### src/hdl/isr_pkg.sv
// shared types, constants and register codes of the idle speed integral regulator
`timescale 1ns / 1ps
`default_nettype none

package isr_pkg;

  // capture window above target and error clamp, in rpm
  localparam int CAPTURE_WINDOW = 200;
  localparam int ERROR_LIMIT    = 200;

  // queue between classifier and integrator
  localparam int QUEUE_DEPTH   = 2;

  // datapath widths: clamped error, error times gain, quarter of the product, wide sum
  localparam int ERR_W   = 12;
  localparam int GAIN_W  = 8;
  localparam int PROD_W  = ERR_W + GAIN_W + 1;
  localparam int DELTA_W = PROD_W - 2;
  localparam int CORR_W  = 16;
  localparam int SUM_W   = DELTA_W + 1;

  // field widths
  localparam int RPM_W   = 15;
  localparam int TEMP_W  = 16;
  localparam int FLAGS_W = 3;
  localparam int DB_W    = 8;
  localparam int CIDX_W  = 3;
  localparam int CDAT_W  = 16;

  // register indexes
  localparam logic [CIDX_W-1:0] REG_FLAGS    = 3'd0;
  localparam logic [CIDX_W-1:0] REG_TARGET   = 3'd1;
  localparam logic [CIDX_W-1:0] REG_DEADBAND = 3'd2;
  localparam logic [CIDX_W-1:0] REG_GAIN_POS = 3'd3;
  localparam logic [CIDX_W-1:0] REG_GAIN_NEG = 3'd4;
  localparam logic [CIDX_W-1:0] REG_CORR_MIN = 3'd5;
  localparam logic [CIDX_W-1:0] REG_CORR_MAX = 3'd6;
  localparam logic [CIDX_W-1:0] REG_TURN_ON  = 3'd7;

  // control flag bit positions
  localparam int FLAG_ENABLE = 0;
  localparam int FLAG_GAS_OK = 1;
  localparam int FLAG_SENSOR = 2;

  // register reset values
  localparam logic [RPM_W-1:0]  TARGET_RST   = 15'd900;
  localparam logic [DB_W-1:0]   DEADBAND_RST = 8'd10;
  localparam logic signed [CORR_W-1:0] CORR_MIN_RST = -16'sd480;
  localparam logic signed [CORR_W-1:0] CORR_MAX_RST = 16'sd480;

  // what the integrator does with an item
  typedef enum logic [1:0] {
    KIND_BYPASS = 2'b00,
    KIND_HOLD   = 2'b01,
    KIND_UPDATE = 2'b10
  } kind_t;

  typedef struct packed {
    kind_t                     kind;
    logic signed [DELTA_W-1:0] delta;
  } item_t;

  typedef struct packed {
    logic [FLAGS_W-1:0]       flags;
    logic [RPM_W-1:0]         target;
    logic [DB_W-1:0]          deadband;
    logic [GAIN_W-1:0]        gain_pos;
    logic [GAIN_W-1:0]        gain_neg;
    logic signed [CORR_W-1:0] corr_min;
    logic signed [CORR_W-1:0] corr_max;
    logic signed [TEMP_W-1:0] turn_on;
  } cfg_t;

endpackage

`default_nettype wire

### src/hdl/isr_front.sv
// classifier stage: bypass and deadband decisions, error times gain over four
`timescale 1ns / 1ps
`default_nettype none

module isr_front (
  input  wire                              clk,
  input  wire                              rst_n,
  input  isr_pkg::cfg_t                    cfg,
  input  wire                              in_valid,
  output logic                             in_stall,
  input  wire  [isr_pkg::RPM_W-1:0]        in_engine_rpm,
  input  wire  signed [isr_pkg::TEMP_W-1:0] in_coolant_temp,
  input  wire                              in_on_gas,
  input  wire                              in_period_due,
  output logic                             f_valid,
  output isr_pkg::item_t                   f_item,
  input  wire                              f_take
);
  import isr_pkg::*;

  logic                      f_vld_r, f_vld_nxt;
  item_t                     f_item_r, f_item_nxt;
  logic                      accept;
  logic                      bypass;
  logic [RPM_W+1:0]          rpm_ext, cap_lim;
  logic signed [RPM_W:0]     err_raw;
  logic signed [ERR_W-1:0]   err_c;
  logic [ERR_W-1:0]          mag;
  logic [GAIN_W-1:0]         gain;
  logic signed [PROD_W-1:0]  prod;
  logic signed [PROD_W-1:0]  prod_adj;

  // stage is free when empty or when the queue takes its item
  assign in_stall = f_vld_r && !f_take;
  assign accept   = in_valid && !in_stall;

  // bypass conditions
  always_comb begin
    rpm_ext = (RPM_W+2)'(in_engine_rpm);
    cap_lim = (RPM_W+2)'(cfg.target) + (RPM_W+2)'(CAPTURE_WINDOW);
    bypass  = !cfg.flags[FLAG_ENABLE] || (rpm_ext > cap_lim) ||
              (cfg.flags[FLAG_SENSOR] && (in_coolant_temp < cfg.turn_on)) ||
              (in_on_gas && !cfg.flags[FLAG_GAS_OK]);
  end

  // clamped error and its magnitude
  always_comb begin
    err_raw = $signed({1'b0, cfg.target}) - $signed({1'b0, in_engine_rpm});
    if (err_raw > (RPM_W+1)'(ERROR_LIMIT)) begin
      err_c = ERR_W'(ERROR_LIMIT);
    end else if (err_raw < -(RPM_W+1)'(ERROR_LIMIT)) begin
      err_c = -ERR_W'(ERROR_LIMIT);
    end else begin
      err_c = err_raw[ERR_W-1:0];
    end
    mag = err_c[ERR_W-1] ? ERR_W'(-err_c) : ERR_W'(err_c);
  end

  // gain by error sign, product divided by four toward zero
  always_comb begin
    gain     = (err_c > 0) ? cfg.gain_pos : cfg.gain_neg;
    prod     = PROD_W'(err_c) * $signed({1'b0, gain});
    prod_adj = prod[PROD_W-1] ? (prod + PROD_W'(3)) : prod;
  end

  // next item
  always_comb begin
    f_item_nxt = f_item_r;
    if (accept) begin
      if (bypass) begin
        f_item_nxt.kind = KIND_BYPASS;
      end else if (mag <= ERR_W'(cfg.deadband)) begin
        f_item_nxt.kind = KIND_HOLD;
      end else begin
        f_item_nxt.kind = KIND_UPDATE;
      end
      f_item_nxt.delta = in_period_due ? prod_adj[PROD_W-1:2] : '0;
    end
    f_vld_nxt = accept ? 1'b1 : (f_vld_r && !f_take);
  end

  always_ff @(posedge clk) begin
    if (!rst_n) begin
      f_vld_r <= 1'b0;
    end else begin
      f_vld_r <= f_vld_nxt;
    end
    f_item_r <= f_item_nxt;
  end

  assign f_valid = f_vld_r;
  assign f_item  = f_item_r;

endmodule

`default_nettype wire

### src/hdl/isr_queue.sv
// short fifo of classified items between classifier and integrator
`timescale 1ns / 1ps
`default_nettype none

module isr_queue #(
  parameter int DEPTH = isr_pkg::QUEUE_DEPTH
) (
  input  wire             clk,
  input  wire             rst_n,
  input  wire             push_valid,
  output logic            push_ready,
  input  isr_pkg::item_t  push_item,
  output logic            pop_valid,
  input  wire             pop_ready,
  output isr_pkg::item_t  pop_item
);
  import isr_pkg::*;

  localparam int PTR_W = $clog2(DEPTH);
  localparam int CNT_W = $clog2(DEPTH + 1);

  item_t            mem_r [DEPTH];
  logic [PTR_W-1:0] wr_r, wr_nxt, rd_r, rd_nxt;
  logic [CNT_W-1:0] cnt_r, cnt_nxt;
  logic             push, pop;

  assign push_ready = (cnt_r != CNT_W'(DEPTH));
  assign pop_valid  = (cnt_r != '0);
  assign push       = push_valid && push_ready;
  assign pop        = pop_valid && pop_ready;
  assign pop_item   = mem_r[rd_r];

  // pointer and fill count update
  always_comb begin
    wr_nxt  = wr_r;
    rd_nxt  = rd_r;
    cnt_nxt = cnt_r;
    if (push) begin
      wr_nxt = (wr_r == PTR_W'(DEPTH - 1)) ? '0 : wr_r + PTR_W'(1);
    end
    if (pop) begin
      rd_nxt = (rd_r == PTR_W'(DEPTH - 1)) ? '0 : rd_r + PTR_W'(1);
    end
    if (push && !pop) begin
      cnt_nxt = cnt_r + CNT_W'(1);
    end else if (pop && !push) begin
      cnt_nxt = cnt_r - CNT_W'(1);
    end
  end

  always_ff @(posedge clk) begin
    if (!rst_n) begin
      wr_r  <= '0;
      rd_r  <= '0;
      cnt_r <= '0;
    end else begin
      wr_r  <= wr_nxt;
      rd_r  <= rd_nxt;
      cnt_r <= cnt_nxt;
    end
  end

  // storage
  always_ff @(posedge clk) begin
    if (push) begin
      mem_r[wr_r] <= push_item;
    end
  end

endmodule

`default_nettype wire

### src/hdl/isr_back.sv
// integrator: stored correction, wide add, limit clamp and output register
`timescale 1ns / 1ps
`default_nettype none

module isr_back (
  input  wire                                clk,
  input  wire                                rst_n,
  input  isr_pkg::cfg_t                      cfg,
  input  wire                                q_valid,
  output logic                               q_take,
  input  isr_pkg::item_t                     q_item,
  output logic                               out_valid,
  input  wire                                out_stall,
  output logic signed [isr_pkg::CORR_W-1:0]  out_advance_correction
);
  import isr_pkg::*;

  logic signed [CORR_W-1:0] state_r, state_nxt;
  logic                     out_vld_r, out_vld_nxt;
  logic signed [CORR_W-1:0] out_r, out_nxt;
  logic signed [SUM_W-1:0]  sum, clamped;

  // take an item when the output register is free or being drained
  assign q_take = q_valid && (!out_vld_r || !out_stall);

  // wide sum, max applied before min
  always_comb begin
    sum     = SUM_W'(state_r) + SUM_W'(q_item.delta);
    clamped = sum;
    if (clamped > SUM_W'(cfg.corr_max)) begin
      clamped = SUM_W'(cfg.corr_max);
    end
    if (clamped < SUM_W'(cfg.corr_min)) begin
      clamped = SUM_W'(cfg.corr_min);
    end
  end

  // result and state update
  always_comb begin
    state_nxt = state_r;
    out_nxt   = out_r;
    if (q_take) begin
      case (q_item.kind)
        KIND_BYPASS: out_nxt = '0;
        KIND_HOLD:   out_nxt = state_r;
        KIND_UPDATE: begin
          out_nxt   = clamped[CORR_W-1:0];
          state_nxt = clamped[CORR_W-1:0];
        end
        default:     out_nxt = '0;
      endcase
    end
    out_vld_nxt = q_take ? 1'b1 : (out_vld_r && out_stall);
  end

  always_ff @(posedge clk) begin
    if (!rst_n) begin
      state_r   <= '0;
      out_vld_r <= 1'b0;
    end else begin
      state_r   <= state_nxt;
      out_vld_r <= out_vld_nxt;
    end
    out_r <= out_nxt;
  end

  assign out_valid              = out_vld_r;
  assign out_advance_correction = out_r;

  // a bypassed item answers zero
  a_bypass_zero: assert property (@(posedge clk) disable iff (!rst_n)
    q_take && q_item.kind == KIND_BYPASS |=> out_vld_r && out_r == '0)
    else $error("bypass item did not answer zero");

  // only an update moves the stored correction
  a_state_hold: assert property (@(posedge clk) disable iff (!rst_n)
    !(q_take && q_item.kind == KIND_UPDATE) |=> $stable(state_r))
    else $error("stored correction changed without an update");

  // an update leaves the stored correction inside ordered limits
  a_state_limits: assert property (@(posedge clk) disable iff (!rst_n)
    q_take && q_item.kind == KIND_UPDATE && cfg.corr_min <= cfg.corr_max
    |=> state_r >= cfg.corr_min && state_r <= cfg.corr_max)
    else $error("stored correction outside limits");

  // an update answers the value it stores
  a_update_out: assert property (@(posedge clk) disable iff (!rst_n)
    q_take && q_item.kind == KIND_UPDATE |=> out_r == state_r)
    else $error("update answer differs from stored correction");

endmodule

`default_nettype wire

### src/hdl/idle_speed_integral_regulator.sv
// top level: configuration registers, classifier, item queue and integrator
`timescale 1ns / 1ps
`default_nettype none

// Idle speed integral regulator. Takes one sample (engine speed, coolant
// temperature, gas flag, period flag) per clock while in_stall is low and returns
// exactly one advance correction per sample, in order. Throughput is one sample
// per cycle while no stall holds the flow; it is set by the integrator, which
// adds, clamps and stores the correction as it takes each item. Output valid
// rises once the classifier register, item queue and output register are loaded
// in turn after the input transfer. While the output is stalled the input keeps
// flowing for QUEUE_DEPTH + 1 samples: queue entries plus the classifier register.
// Registers are written over the cfg_ port, which is always ready; write them
// only while no sample is in flight. Writes to unknown indexes are dropped.
module idle_speed_integral_regulator #(
  parameter int QUEUE_DEPTH = isr_pkg::QUEUE_DEPTH
) (
  input  wire                                clk,
  input  wire                                rst_n,
  input  wire                                cfg_valid,
  output logic                               cfg_ready,
  input  wire  [isr_pkg::CIDX_W-1:0]         cfg_index,
  input  wire  [isr_pkg::CDAT_W-1:0]         cfg_data,
  input  wire                                in_valid,
  output logic                               in_stall,
  input  wire  [isr_pkg::RPM_W-1:0]          in_engine_rpm,
  input  wire  signed [isr_pkg::TEMP_W-1:0]  in_coolant_temp,
  input  wire                                in_on_gas,
  input  wire                                in_period_due,
  output logic                               out_valid,
  input  wire                                out_stall,
  output logic signed [isr_pkg::CORR_W-1:0]  out_advance_correction
);
  import isr_pkg::*;

  cfg_t  cfg_r, cfg_nxt;
  logic  f_valid, f_take;
  item_t f_item;
  logic  q_valid, q_take;
  item_t q_item;

  assign cfg_ready = 1'b1;

  // register writes
  always_comb begin
    cfg_nxt = cfg_r;
    if (cfg_valid && cfg_ready) begin
      case (cfg_index)
        REG_FLAGS:    cfg_nxt.flags    = cfg_data[FLAGS_W-1:0];
        REG_TARGET:   cfg_nxt.target   = cfg_data[RPM_W-1:0];
        REG_DEADBAND: cfg_nxt.deadband = cfg_data[DB_W-1:0];
        REG_GAIN_POS: cfg_nxt.gain_pos = cfg_data[GAIN_W-1:0];
        REG_GAIN_NEG: cfg_nxt.gain_neg = cfg_data[GAIN_W-1:0];
        REG_CORR_MIN: cfg_nxt.corr_min = $signed(cfg_data[CORR_W-1:0]);
        REG_CORR_MAX: cfg_nxt.corr_max = $signed(cfg_data[CORR_W-1:0]);
        REG_TURN_ON:  cfg_nxt.turn_on  = $signed(cfg_data[TEMP_W-1:0]);
        default:      cfg_nxt = cfg_r;
      endcase
    end
  end

  always_ff @(posedge clk) begin
    if (!rst_n) begin
      cfg_r.flags    <= '0;
      cfg_r.target   <= TARGET_RST;
      cfg_r.deadband <= DEADBAND_RST;
      cfg_r.gain_pos <= '0;
      cfg_r.gain_neg <= '0;
      cfg_r.corr_min <= CORR_MIN_RST;
      cfg_r.corr_max <= CORR_MAX_RST;
      cfg_r.turn_on  <= '0;
    end else begin
      cfg_r <= cfg_nxt;
    end
  end

  // classifier
  isr_front u_front (
    .clk             (clk),
    .rst_n           (rst_n),
    .cfg             (cfg_r),
    .in_valid        (in_valid),
    .in_stall        (in_stall),
    .in_engine_rpm   (in_engine_rpm),
    .in_coolant_temp (in_coolant_temp),
    .in_on_gas       (in_on_gas),
    .in_period_due   (in_period_due),
    .f_valid         (f_valid),
    .f_item          (f_item),
    .f_take          (f_take)
  );

  // item queue
  isr_queue #(
    .DEPTH (QUEUE_DEPTH)
  ) u_queue (
    .clk        (clk),
    .rst_n      (rst_n),
    .push_valid (f_valid),
    .push_ready (f_take),
    .push_item  (f_item),
    .pop_valid  (q_valid),
    .pop_ready  (q_take),
    .pop_item   (q_item)
  );

  // integrator
  isr_back u_back (
    .clk                    (clk),
    .rst_n                  (rst_n),
    .cfg                    (cfg_r),
    .q_valid                (q_valid),
    .q_take                 (q_take),
    .q_item                 (q_item),
    .out_valid              (out_valid),
    .out_stall              (out_stall),
    .out_advance_correction (out_advance_correction)
  );

endmodule

`default_nettype wire

### config.mk
export PLATFORM = sky130hd
export DESIGN_NAME = idle_speed_integral_regulator
export DESIGN_NICKNAME = d
export VERILOG_FILES = /design/src/hdl/isr_pkg.sv /design/src/hdl/isr_front.sv /design/src/hdl/isr_queue.sv /design/src/hdl/isr_back.sv /design/src/hdl/idle_speed_integral_regulator.sv
export SDC_FILE = /design/constraint.sdc
export NUM_CORES = 1
export LEC_CHECK = 0
export ABC_AREA = 1
export BUFFER_PORTS_ARGS = -buffer_cell sky130_fd_sc_hd__buf_2
export CAP_MARGIN = 0
export CELL_PAD_IN_SITES_DETAIL_PLACEMENT = 0
export CELL_PAD_IN_SITES_GLOBAL_PLACEMENT = 1
export CORE_MARGIN = 10
export CORE_UTILIZATION = 44
export CTS_BUF_LIST = sky130_fd_sc_hd__clkbuf_4 sky130_fd_sc_hd__clkbuf_8
export DETAILED_ROUTE_END_ITERATION = 12
export GPL_TIMING_DRIVEN = 0
export PLACE_DENSITY_LB_ADDON = 0.1
export SLEW_MARGIN = 5
export SYNTH_ARGS = -nofsm -noshare
export SYNTH_HDL_FRONTEND = slang
export SYNTH_SLANG_ARGS = --single-unit
### constraint.sdc
create_clock -name clk -period 8.39 [get_ports clk]
set_input_delay 0.839 -clock clk [delete_from_list [all_inputs] [get_ports clk]]
set_output_delay 0.839 -clock clk [all_outputs]
set_load 0.01 [all_outputs]
### Word level (Yosys, flattened, before mapping)

Memories as Yosys holds them, arrays and structs flattened. A register that Yosys moved wholly into a read port is not among the register bits.
Cells that the tools add are included.

| cells by class | value |
|---|---|
| multipliers | 1 |
| $lt $le $gt $ge | 8 |
| shifts and indexed selects | 0 |
| bitwise logic cells | 0 |
| add/sub/neg operators | 9 |
| mux-type cells | 19 |
| equal/unequal tests | 10 |
| reductions and logical operators | 35 |
| div/mod/pow operators | 0 |

Operator list:

| operator | count |
|---|---|
| $mux W20 | 2 |
| $mux W12 | 3 |
| $pmux W16 S2 | 1 |
| $add A21 B3 Y21 const B | 1 |
| $mul A12 B9 Y21 | 1 |
| $add A16 B19 Y20 | 1 |
| $gt A20 B16 Y1 | 1 |
| $lt A20 B16 Y1 | 1 |
| $reduce_and A2 Y1 | 10 |
| $gt A15 B17 Y1 | 1 |
| $add A15 B8 Y16 const B | 1 |
| $gt A16 B9 Y1 const B | 1 |
| $lt A16 B16 Y1 | 1 |
| $lt A16 B9 Y1 const B | 1 |
| $mux W16 | 1 |
| $sub A15 B15 Y16 | 1 |
| $eq A3 B3 Y1 const B | 4 |
| $gt A12 B1 Y1 const B | 1 |
| $le A12 B8 Y1 | 1 |
| $neg A12 Y12 | 1 |
| $logic_and A1 B1 Y1 | 10 |
| $logic_not A1 Y1 | 8 |
| $mux W1 | 8 |
| $mux W8 | 1 |
| 12 further kinds | 20 |

| storage, ports and cells | value |
|---|---|
| output and inout port bits | 19 |
| ROM bits | 0 |
| bits in registers | 149 |
| memory bits (writable) | 42 |
| logic and storage cells | 101 |
| latch bits | 0 |
| memories | 1 |

Memories:

| name | depth | width | read ports | clocked after Yosys merged registers in | wr ports | line | RTL |
|---|---|---|---|---|---|---|---|
| u_queue.mem_r | 2 | 21 | 1 | 1 | 1 | isr_queue.sv:22 | `item_t mem_r [DEPTH];` |

### Logic depth before layout (Yosys ltp)

Gate-level depths: netlist of run 1.

| depth | value |
|---|---|
| depth in word-level cells | 9 |
| mapped depth | 60 |
| mapped depth without buffers | 59 |

### By module

From an unflattened synthesis of run 1, not the netlist that was laid out.

| second synthesis, totals | value |
|---|---|
| cells, all modules | 2261 |
| area total of the unflattened synthesis | 16742.3 µm² |

Modules (own cells, without submodules):

| module | instances | area each (µm²) | cells an instance | seq. area each (µm²) |
|---|---|---|---|---|
| isr_front | 1 | 7405.9 | 1065 | 650.6 |
| isr_back | 1 | 3971.3 | 589 | 820.8 |
| idle_speed_integral_regulator | 1 | 3523.4 | 505 | 1801.7 |
| isr_queue | 1 | 1841.8 | 102 | 1361.3 |

### Least setup slack after synthesis of run 1

No wires, ideal clock.

| path | value |
|---|---|
| kind | input to register |
| start point | input in_engine_rpm[0] (netlist name) |
| end point | register u_front.f_item_r, in the netlist u_front.f_item[17], data pin |
| arrival | 8125 ps |
| cell stages on the path | 48 |
| path slack | 7 ps |
| cells stage by stage | ha_1 > inv_1 > fa_1 > nand2_1 > nand3_1 > nand3_1 > nand2_1 > nand2_1 > nand2_1 > nand2_1 > nand3b_1 > nor2_1 > nand2_1 > nand2_2 > nand2_1 > nor2_1 > clkinv_1 > ha_1 > [... 12 more ...] > fa_1 > inv_1 > ha_1 > inv_1 > nor4_1 > nand2_1 > nand2_1 > a31oi_1 > inv_1 > nand2_1 > inv_1 > nand2_1 > o21ai_0 > xnor2_1 > inv_1 > nand4_2 > nor3b_1 > nor2_1 |

| on the way | value |
|---|---|
| longest elaborated chain between the ends | 9 |

Ends and longest elaborated chain:

| item | line | RTL |
|---|---|---|
| from (decl) | idle_speed_integral_regulator.sv:26 | `input wire [isr_pkg::RPM_W-1:0] in_engine_rpm,` |
| $sub A15 B15 Y16 (*) | isr_front.sv:48 | `err_raw = $signed({1'b0, cfg.target}) - $signed({1'b0, in_engine_rpm});` |
| $lt A16 B9 Y1 | isr_front.sv:51 | `end else if (err_raw < -(RPM_W+1)'(ERROR_LIMIT)) begin` |
| $mux W12 | isr_front.sv:51 |  |
| $mux W12 (*) | isr_front.sv:49 | `if (err_raw > (RPM_W+1)'(ERROR_LIMIT)) begin` |
| $gt A12 B1 Y1 | isr_front.sv:61 | `gain = (err_c > 0) ? cfg.gain_pos : cfg.gain_neg;` |
| $mux W8 | isr_front.sv:61 |  |
| $mul A12 B9 Y21 (*) | isr_front.sv:62 | `prod = PROD_W'(err_c) * $signed({1'b0, gain});` |
| $add A21 B3 Y21 | isr_front.sv:63 | `prod_adj = prod[PROD_W-1] ? (prod + PROD_W'(3)) : prod;` |
| $mux W20 (*) | isr_front.sv:63 |  |
| to (signal assigned) | isr_front.sv:88 | `f_item_r <= f_item_nxt;` |
| to (decl) | isr_front.sv:22 | `item_t f_item_r, f_item_nxt;` |

Mark *: on every way between the ends. The rest lies on a longest branch, timed or not.
A chain may end at the register's enable or synchronous reset.

### Worst setup path in the final report of run 1

Ends and elaborated chain as after synthesis.

==> results.txt, run 1 <==
sum of overflow across all layers after global routing: 0
share of the yosys chip area belonging to registers: 0.294
first-pass iteration count of the detailed router: 5
placement-stage worst setup slack: -1.59 ns
most common cell after layout, fill and taps aside: sky130_fd_sc_hd__inv_1
final hold viol count: 0
Arr. time, crit path: 8.28 ns
number of antenna violations at the first check in global routing: 1
crit path max fanout: 8
top cell family by delay on the critical path: adder cells
average routed wire per standard cell: 15.8 um
Synth Flop Type: sky130_fd_sc_hd__dfxtp_1
final worst clock skew: 0.0233 ns
placement row count: 69
Die X: 209 um
wire length of the first global-routing pass: 68.0 mm
Nets: 2512
# port buffers: 72
worst r2r src: cfg_r[72]$_SDFFE_PN0P_
area of all placed cells without fillers: 18200 um^2
pin slew with the least headroom to its limit: 1.09 ns
deepest level of the CTS H-tree: 4
number of antenna repair diodes: 0
leakage dissipation: 8.85 nW
most repeated library cell on the critical path: sky130_fd_sc_hd__nand2_1
final critical-path setup slack: 0.353 ns
peak per-stage delay on the critical path: 0.62 ns
register bit total from synthesis: 192
final setup TNS: 0 ns
top library cells by usage in the layout, fill and taps aside: sky130_fd_sc_hd__inv_1, sky130_fd_sc_hd__nand2_1, sky130_fd_sc_hd__nor2_1
post-synthesis to final-layout area growth: 15.3%
residual antenna-violating net count after detailed routing: 0
Initial Util: 0.445
share of layout cells above drive strength 1: 0.160
critical path's slowest cell: sky130_fd_sc_hd__fa_2
die span in y: 209 um
library cell used as clock root buffer: sky130_fd_sc_hd__clkbuf_8
area inside the core boundary: 35500 um^2
TritonCTS clock tree: built
via/cell ratio: 4.98
maximum number of pins on one net before global-route repair: 22
post-detailed-placement half-perimeter wirelength: 34.6 mm
start point of the critical path: in_engine_rpm[0]
die area: 43900 um^2
share of synthesized registers carrying an async set or reset: 0
category of the worst setup path launch point: input port
post-synthesis cell type count: 53
startpoint of the tightest hold check path: u_front.f_item[6]$_SDFFCE_PN0P_
syn_nets: 2363
shortest period the worst path allows: 8.04 ns
buffering stage count on the worst path with inverters included: 14
worst slew margin relative to its limit: 0.274
worst-case vdd ir drop: 0.000344 V
ratio of final minimum period to clock period: 0.958
clock latency of the later-clocked register in the worst-skew pair: 0.50 ns
number of CTS-inserted buffers: 17
# clock sinks: 192
mean cell area of the mapped netlist: 7.63 um^2
class of the most critical hold timing path: register to register
number of enable flip-flop cells after synthesis: 79
Global Route Usage Sum: 0.191
DRT Wirelength: 42.5 mm
maximum clock insertion buffer count: 2
pwr/cell area: 312 nW/um^2
number of violations of the max-capacitance limit: 0
outcome: finished clean
total of endpoints with negative setup slack in the final report: 0
Worst Setup End Kind: register
area after detailed placement: 16800 um^2
Mapped Cells: 2068
data required time of the worst path: 8.63 ns
Worst-path clk slew: 0.10 ns
initial drt markers: 650
kind of critical path: input port to register
detailed-route via count: 13400
Max Transition Viols Final: 0
maximum frequency from static timing analysis: 0.124 GHz
DRC Markers: 0
Synth Warn #: 0
count of boundary I/O pins: 76
global placer's final weighted congestion: 0.880
Cell Area, Synth: 15800 um^2
number of global-route vias before repair: 13000
## layer usage
| metal | share of wire | up-vias | track usage |
|---|---|---|---|
| met5 | 0 | - | 0 |
| met4 | 0.028 | 0 | 0.0655 |
| met3 | 0.032 | 53 | 0.0199 |
| met2 | 0.47 | 186 | 0.318 |
| met1 | 0.47 | 6268 | 0.254 |
| li1 | - | 6898 | - |
## worst reg2reg max path, delay by kind of cell, from the launching register on
kind                     cells  cell delay [ns]
adder cells (fa/ha/maj)      8             3.09
flip-flops                   1             0.35
XOR/XNOR                     1             0.17
buffers and inverters       14             1.10
AND/OR/NAND/NOR             23             2.17
AO/OA/AOI/OAI                5             0.87
## state kept, by name, indices dropped and copies added, names as in the netlist, named ones only
signal / cells
cfg_r: 90
u_queue.mem_r: 42
u_front.f_item: 21
u_back.out_advance_correction: 16
u_back.state_r: 16
u_queue.cnt_r: 2
u_back.out_valid: 1
u_front.f_valid: 1
u_queue.rd_r: 1
u_queue.wr_r: 1
## cell type report
cell class	instances	area, um^2
fill	3516	17300
timing repair buffer	130	853
inverter	427	1630
tap	461	577
clock buffer	17	234
sequential	192	4640
buffer	48	214
clock inverter	15	169
multi-input combinational	1401	9880
## metrics by stage
step	hold slack, ns	std cells	utilization	total power, W
after floorplan	0.421	2068	-	0.00378
after global placement	0.426	2601	0.471	0.00469
after detailed placement	0.431	2603	0.472	0.00475
after CTS	0.449	2646	0.490	0.00545
after global routing	0.461	2691	0.513	0.00631
final	0.447	2691	0.513	0.00568
## cell usage after synthesis, types with 2 or more instances
| library cell | number | share of area |
|---|---|---|
| sky130_fd_sc_hd__inv_1 | 408 | 0.097 |
| sky130_fd_sc_hd__mux2_2 | 19 | 0.014 |
| sky130_fd_sc_hd__o31ai_1 | 2 | 0.00095 |
| sky130_fd_sc_hd__clkbuf_1 | 36 | 0.0086 |
| sky130_fd_sc_hd__nand3_1 | 73 | 0.023 |
| sky130_fd_sc_hd__nor4_1 | 5 | 0.0020 |
| sky130_fd_sc_hd__buf_1 | 6 | 0.0014 |
| sky130_fd_sc_hd__nand2_1 | 395 | 0.094 |
| sky130_fd_sc_hd__or2_1 | 3 | 0.0012 |
| sky130_fd_sc_hd__o21a_1 | 19 | 0.0090 |
| sky130_fd_sc_hd__nand3_2 | 3 | 0.0019 |
| sky130_fd_sc_hd__ha_1 | 158 | 0.13 |
| sky130_fd_sc_hd__a21oi_1 | 152 | 0.048 |
| sky130_fd_sc_hd__and3_1 | 2 | 0.00079 |
| sky130_fd_sc_hd__o21ai_2 | 3 | 0.0017 |
| sky130_fd_sc_hd__o2111ai_1 | 3 | 0.0017 |
| sky130_fd_sc_hd__o211ai_1 | 23 | 0.011 |
| sky130_fd_sc_hd__buf_4 | 3 | 0.0014 |
| sky130_fd_sc_hd__a211oi_1 | 3 | 0.0014 |
| sky130_fd_sc_hd__nor2_2 | 5 | 0.0020 |
| sky130_fd_sc_hd__or2_2 | 2 | 0.00079 |
| sky130_fd_sc_hd__o21ai_1 | 4 | 0.0013 |
| sky130_fd_sc_hd__o21ai_0 | 124 | 0.039 |
| sky130_fd_sc_hd__nand2_4 | 5 | 0.0036 |
| sky130_fd_sc_hd__buf_2 | 3 | 0.00095 |
| sky130_fd_sc_hd__fa_1 | 80 | 0.10 |
| sky130_fd_sc_hd__a21o_1 | 5 | 0.0024 |
| sky130_fd_sc_hd__nand4_1 | 22 | 0.0087 |
| sky130_fd_sc_hd__inv_2 | 16 | 0.0038 |
| sky130_fd_sc_hd__nand3b_1 | 4 | 0.0019 |
| sky130_fd_sc_hd__a31oi_1 | 6 | 0.0024 |
| sky130_fd_sc_hd__edfxtp_1 | 79 | 0.15 |
| sky130_fd_sc_hd__nor2_1 | 184 | 0.044 |
| sky130_fd_sc_hd__clkinv_1 | 3 | 0.00071 |
| sky130_fd_sc_hd__o21bai_1 | 6 | 0.0029 |
| sky130_fd_sc_hd__o221ai_1 | 2 | 0.0011 |
| sky130_fd_sc_hd__nand2_2 | 12 | 0.0048 |
| sky130_fd_sc_hd__xor2_1 | 37 | 0.021 |
| sky130_fd_sc_hd__xnor2_1 | 16 | 0.0089 |
| sky130_fd_sc_hd__nor3_1 | 12 | 0.0038 |
| sky130_fd_sc_hd__dfxtp_1 | 113 | 0.14 |
## logic make-up (layout without fill, tap and decap cells)
| family | count (synthesis) | count (layout) | synth area share |
|---|---|---|---|
| simple gates | 731 | 731 | 0.195 |
| buf+inv | 475 | 637 | 0.114 |
| compound gates | 359 | 359 | 0.127 |
| fa+ha+maj | 238 | 238 | 0.227 |
| flops | 192 | 192 | 0.294 |
| xor+xnor | 53 | 53 | 0.0294 |
| mux | 19 | 19 | 0.0136 |
| other cells | 1 | 1 | 0.000238 |
## final timing paths
kind	end	slack, ns	depth (start not counted)
worst max-delay path	u_front.f_item[17]$_SDFFCE_PN0P_	0.35	51
worst min-delay path	u_queue.mem_r[1][6]$_DFFE_PP_	0.45	0
worst max register to register	u_front.f_item[17]$_SDFFCE_PN0P_	0.40	51
worst min register to register	u_queue.mem_r[1][6]$_DFFE_PP_	0.45	0
## what timing repair did
| action | in CTS | in global routing |
|---|---|---|
| pin swaps | 12 | 68 |
| resized for setup | 40 | 137 |
| buffers inserted | 11 | 45 |
| endpoints found under the setup margin | 19 | 51 |
| hold buffers | 0 | 0 |
## report_power, final
part | switching [W] | total, W | internal [W]
Combinational | 0.00247 | 0.00380 | 0.00133
Sequential | 0.0000749 | 0.00125 | 0.00117
Clock | 0.000369 | 0.000630 | 0.000261
Total | 0.00291 | 0.00568 | 0.00277
(Power assumes the default switching activity.)
==> run 2, diff against run 1 <==
- PLACE_DENSITY_LB_ADDON: 0.1 -> 0.2
==> results.txt, run 2 (synthesized netlist as in run 1, its figures left out) <==
outcome: finished clean
most repeated library cell on the critical path: sky130_fd_sc_hd__nand2_1
area of all placed cells without fillers: 18100 um^2 (-0.73%)
deepest level of the CTS H-tree: 4 (unchanged)
number of CTS-inserted buffers: 17 (unchanged)
maximum number of pins on one net before global-route repair: 22 (unchanged)
peak per-stage delay on the critical path: 0.54 ns (-0.08 ns)
Reg with most FFs: cfg_r
die area: 43900 um^2 (unchanged)
ratio of final minimum period to clock period: 0.964 (+0.00639)
worst slew margin relative to its limit: 0.316 (+0.0418)
initial drt markers: 600 (-7.7%)
worst setup path endpoint: u_front.f_item[6]$_SDFFCE_PN0P_
sum of overflow across all layers after global routing: 0 (unchanged)
DRT Wirelength: 41.8 mm (-1.5%)
Global Route Usage Sum: 0.188 (-0.00344)
# hold bufs at CTS: 0 (unchanged)
final worst clock skew: 0.0167 ns (-0.00658 ns)
die span in y: 209 um (unchanged)
# clock sinks: 192 (unchanged)
Worst Reg2Reg Path Length in Cells: 51 (unchanged)
leakage dissipation: 8.83 nW (-0.21%)
number of antenna repair diodes: 0 (unchanged)
most common cell after layout, fill and taps aside: sky130_fd_sc_hd__inv_1
residual antenna-violating net count after detailed routing: 0 (unchanged)
placement row count: 69 (unchanged)
Nets: 2501 (-0.44%)
critical path's slowest cell: sky130_fd_sc_hd__fa_1
Worst-path clk slew: 0.10 ns (about the same)
category of the worst setup path launch point: input port
clock latency of the later-clocked register in the worst-skew pair: 0.48 ns (-0.02 ns)
share of layout cells above drive strength 1: 0.150 (-0.0100)
Die X: 209 um (unchanged)
kind of critical path: input port to register
shortest period the worst path allows: 8.09 ns (+0.0536 ns)
wire length of the first global-routing pass: 66.9 mm (-1.7%)
Worst Setup End Kind: register
pwr/cell area: 313 nW/um^2 (+0.20%)
via/cell ratio: 4.97 (-0.29%)
crit path max fanout: 8 (unchanged)
final hold viol count: 0 (unchanged)
Max Transition Viols Final: 0 (unchanged)
worst-case vdd ir drop: 0.000408 V (+19%)
DRC Markers: 0 (unchanged)
maximum frequency from static timing analysis: 0.124 GHz (-0.66%)
worst r2r src: cfg_r[72]$_SDFFE_PN0P_
post-synthesis to final-layout area growth: 14.4%
post-detailed-placement half-perimeter wirelength: 34.1 mm (-1.7%)
Worst R2R End: u_front.f_item[6]$_SDFFCE_PN0P_
RSZ-0062 raised after global routing: true
library cell used as clock root buffer: sky130_fd_sc_hd__clkbuf_8
detailed-route via count: 13300 (-0.70%)
class of the most critical hold timing path: register to register
number of antenna violations at the first check in global routing: 0 (-1)
count of boundary I/O pins: 76 (unchanged)
final setup TNS: 0 ns (unchanged)
Arr. time, crit path: 8.33 ns (+0.05 ns)
pin slew with the least headroom to its limit: 1.03 ns (-0.0627 ns)
Initial Util: 0.445 (unchanged)
first-pass iteration count of the detailed router: 5 (unchanged)
average routed wire per standard cell: 15.6 um (-1.1%)
TritonCTS clock tree: built
number of violations of the max-capacitance limit: 0 (unchanged)
worst-case register-to-register setup slack: 0.36 ns (-0.04 ns)
top library cells by usage in the layout, fill and taps aside: sky130_fd_sc_hd__inv_1, sky130_fd_sc_hd__nand2_1, sky130_fd_sc_hd__nor2_1
startpoint of the tightest hold check path: u_front.f_item[10]$_SDFFCE_PN0P_
global placer's final weighted congestion: 0.889 (+1.0%)
number of global-route vias before repair: 12800 (-1.6%)
start point of the critical path: in_engine_rpm[0]
fill cell count: 3556 (+1.1%)
data required time of the worst path: 8.63 ns (about the same)
area inside the core boundary: 35500 um^2 (unchanged)
total of endpoints with negative setup slack in the final report: 0 (unchanged)
max reg flops: 90 (unchanged)
maximum clock insertion buffer count: 2 (unchanged)
# port buffers: 72 (unchanged)
area after detailed placement: 16800 um^2 (+0.15%)
-- run 2: cell type report --
type,count,area (um^2),area share
timing repair buffer,118,768,0.0425
sequential,192,4640,0.257
buffer,48,211,0.0117
tap,461,577,0.0319
clock buffer,19,255,0.0141
inverter,427,1630,0.0901
clock inverter,13,145,0.00804
multi-input combinational,1402,9840,0.545
-- run 2: power breakdown --
part	internal, W	leakage, nW	switching (W)
clock network	0.000259	0.208	0.000359
logic	0.00128	6.94	0.00251
registers	0.00117	1.68	0.0000782
total	0.00271	8.83	0.00294
-- run 2: worst min path at each step --
stage | slack (ns) | cells after the start | to
2_1_floorplan | 0.42 | 0 | u_queue.mem_r[0][0]$_DFFE_PP_
3_5_place_dp | 0.43 | 0 | u_queue.mem_r[0][8]$_DFFE_PP_
3_3_place_gp | 0.43 | 0 | u_queue.mem_r[0][7]$_DFFE_PP_
5_1_grt | 0.45 | 0 | u_queue.mem_r[1][17]$_DFFE_PP_
4_1_cts | 0.45 | 0 | u_queue.mem_r[1][8]$_DFFE_PP_
6_report | 0.44 | 0 | u_queue.mem_r[0][10]$_DFFE_PP_
-- run 2: worst max-delay path: cells and delay by family --
family | cells | cell delay [ns]
buffers and inverters | 14 | 1.51
AND/OR/NAND/NOR | 24 | 2.30
XOR/XNOR | 1 | 0.10
AO/OA/AOI/OAI | 4 | 0.41
adder cells (fa/ha/maj) | 8 | 3.13
-- run 2: repair_timing --
| action | 4_1_cts | 5_1_grt |
|---|---|---|
| pin swaps | 9 | 53 |
| hold endpoints to repair | 0 | 0 |
| setup buffers | 12 | 32 |
| gates cloned | 0 | 1 |
| resized for setup | 44 | 109 |
| setup endpoints to repair | 19 | 51 |
-- run 2: through the flow --
stage          total power (W)  instances  utilization  hold WS, ns  worst slack (ns)
2_1_floorplan          0.00378       2068            -        0.421           0.00660
3_3_place_gp           0.00473       2601        0.471        0.425             -1.56
3_5_place_dp           0.00480       2603        0.473        0.433             -1.60
4_1_cts                0.00547       2647        0.491        0.446            0.0368
5_1_grt                0.00621       2680        0.509        0.451           -0.0974
6_report               0.00565       2680        0.509        0.445             0.300
-- run 2: per-layer routing --
layer	share of wire	GRT usage	wire (um)	vias up
met1	0.47	0.251	19800	6221
met5	0	0	0	-
met2	0.48	0.320	20200	188
met4	0.014	0.0399	572	0
met3	0.028	0.0211	1180	26
li1	-	-	-	6876
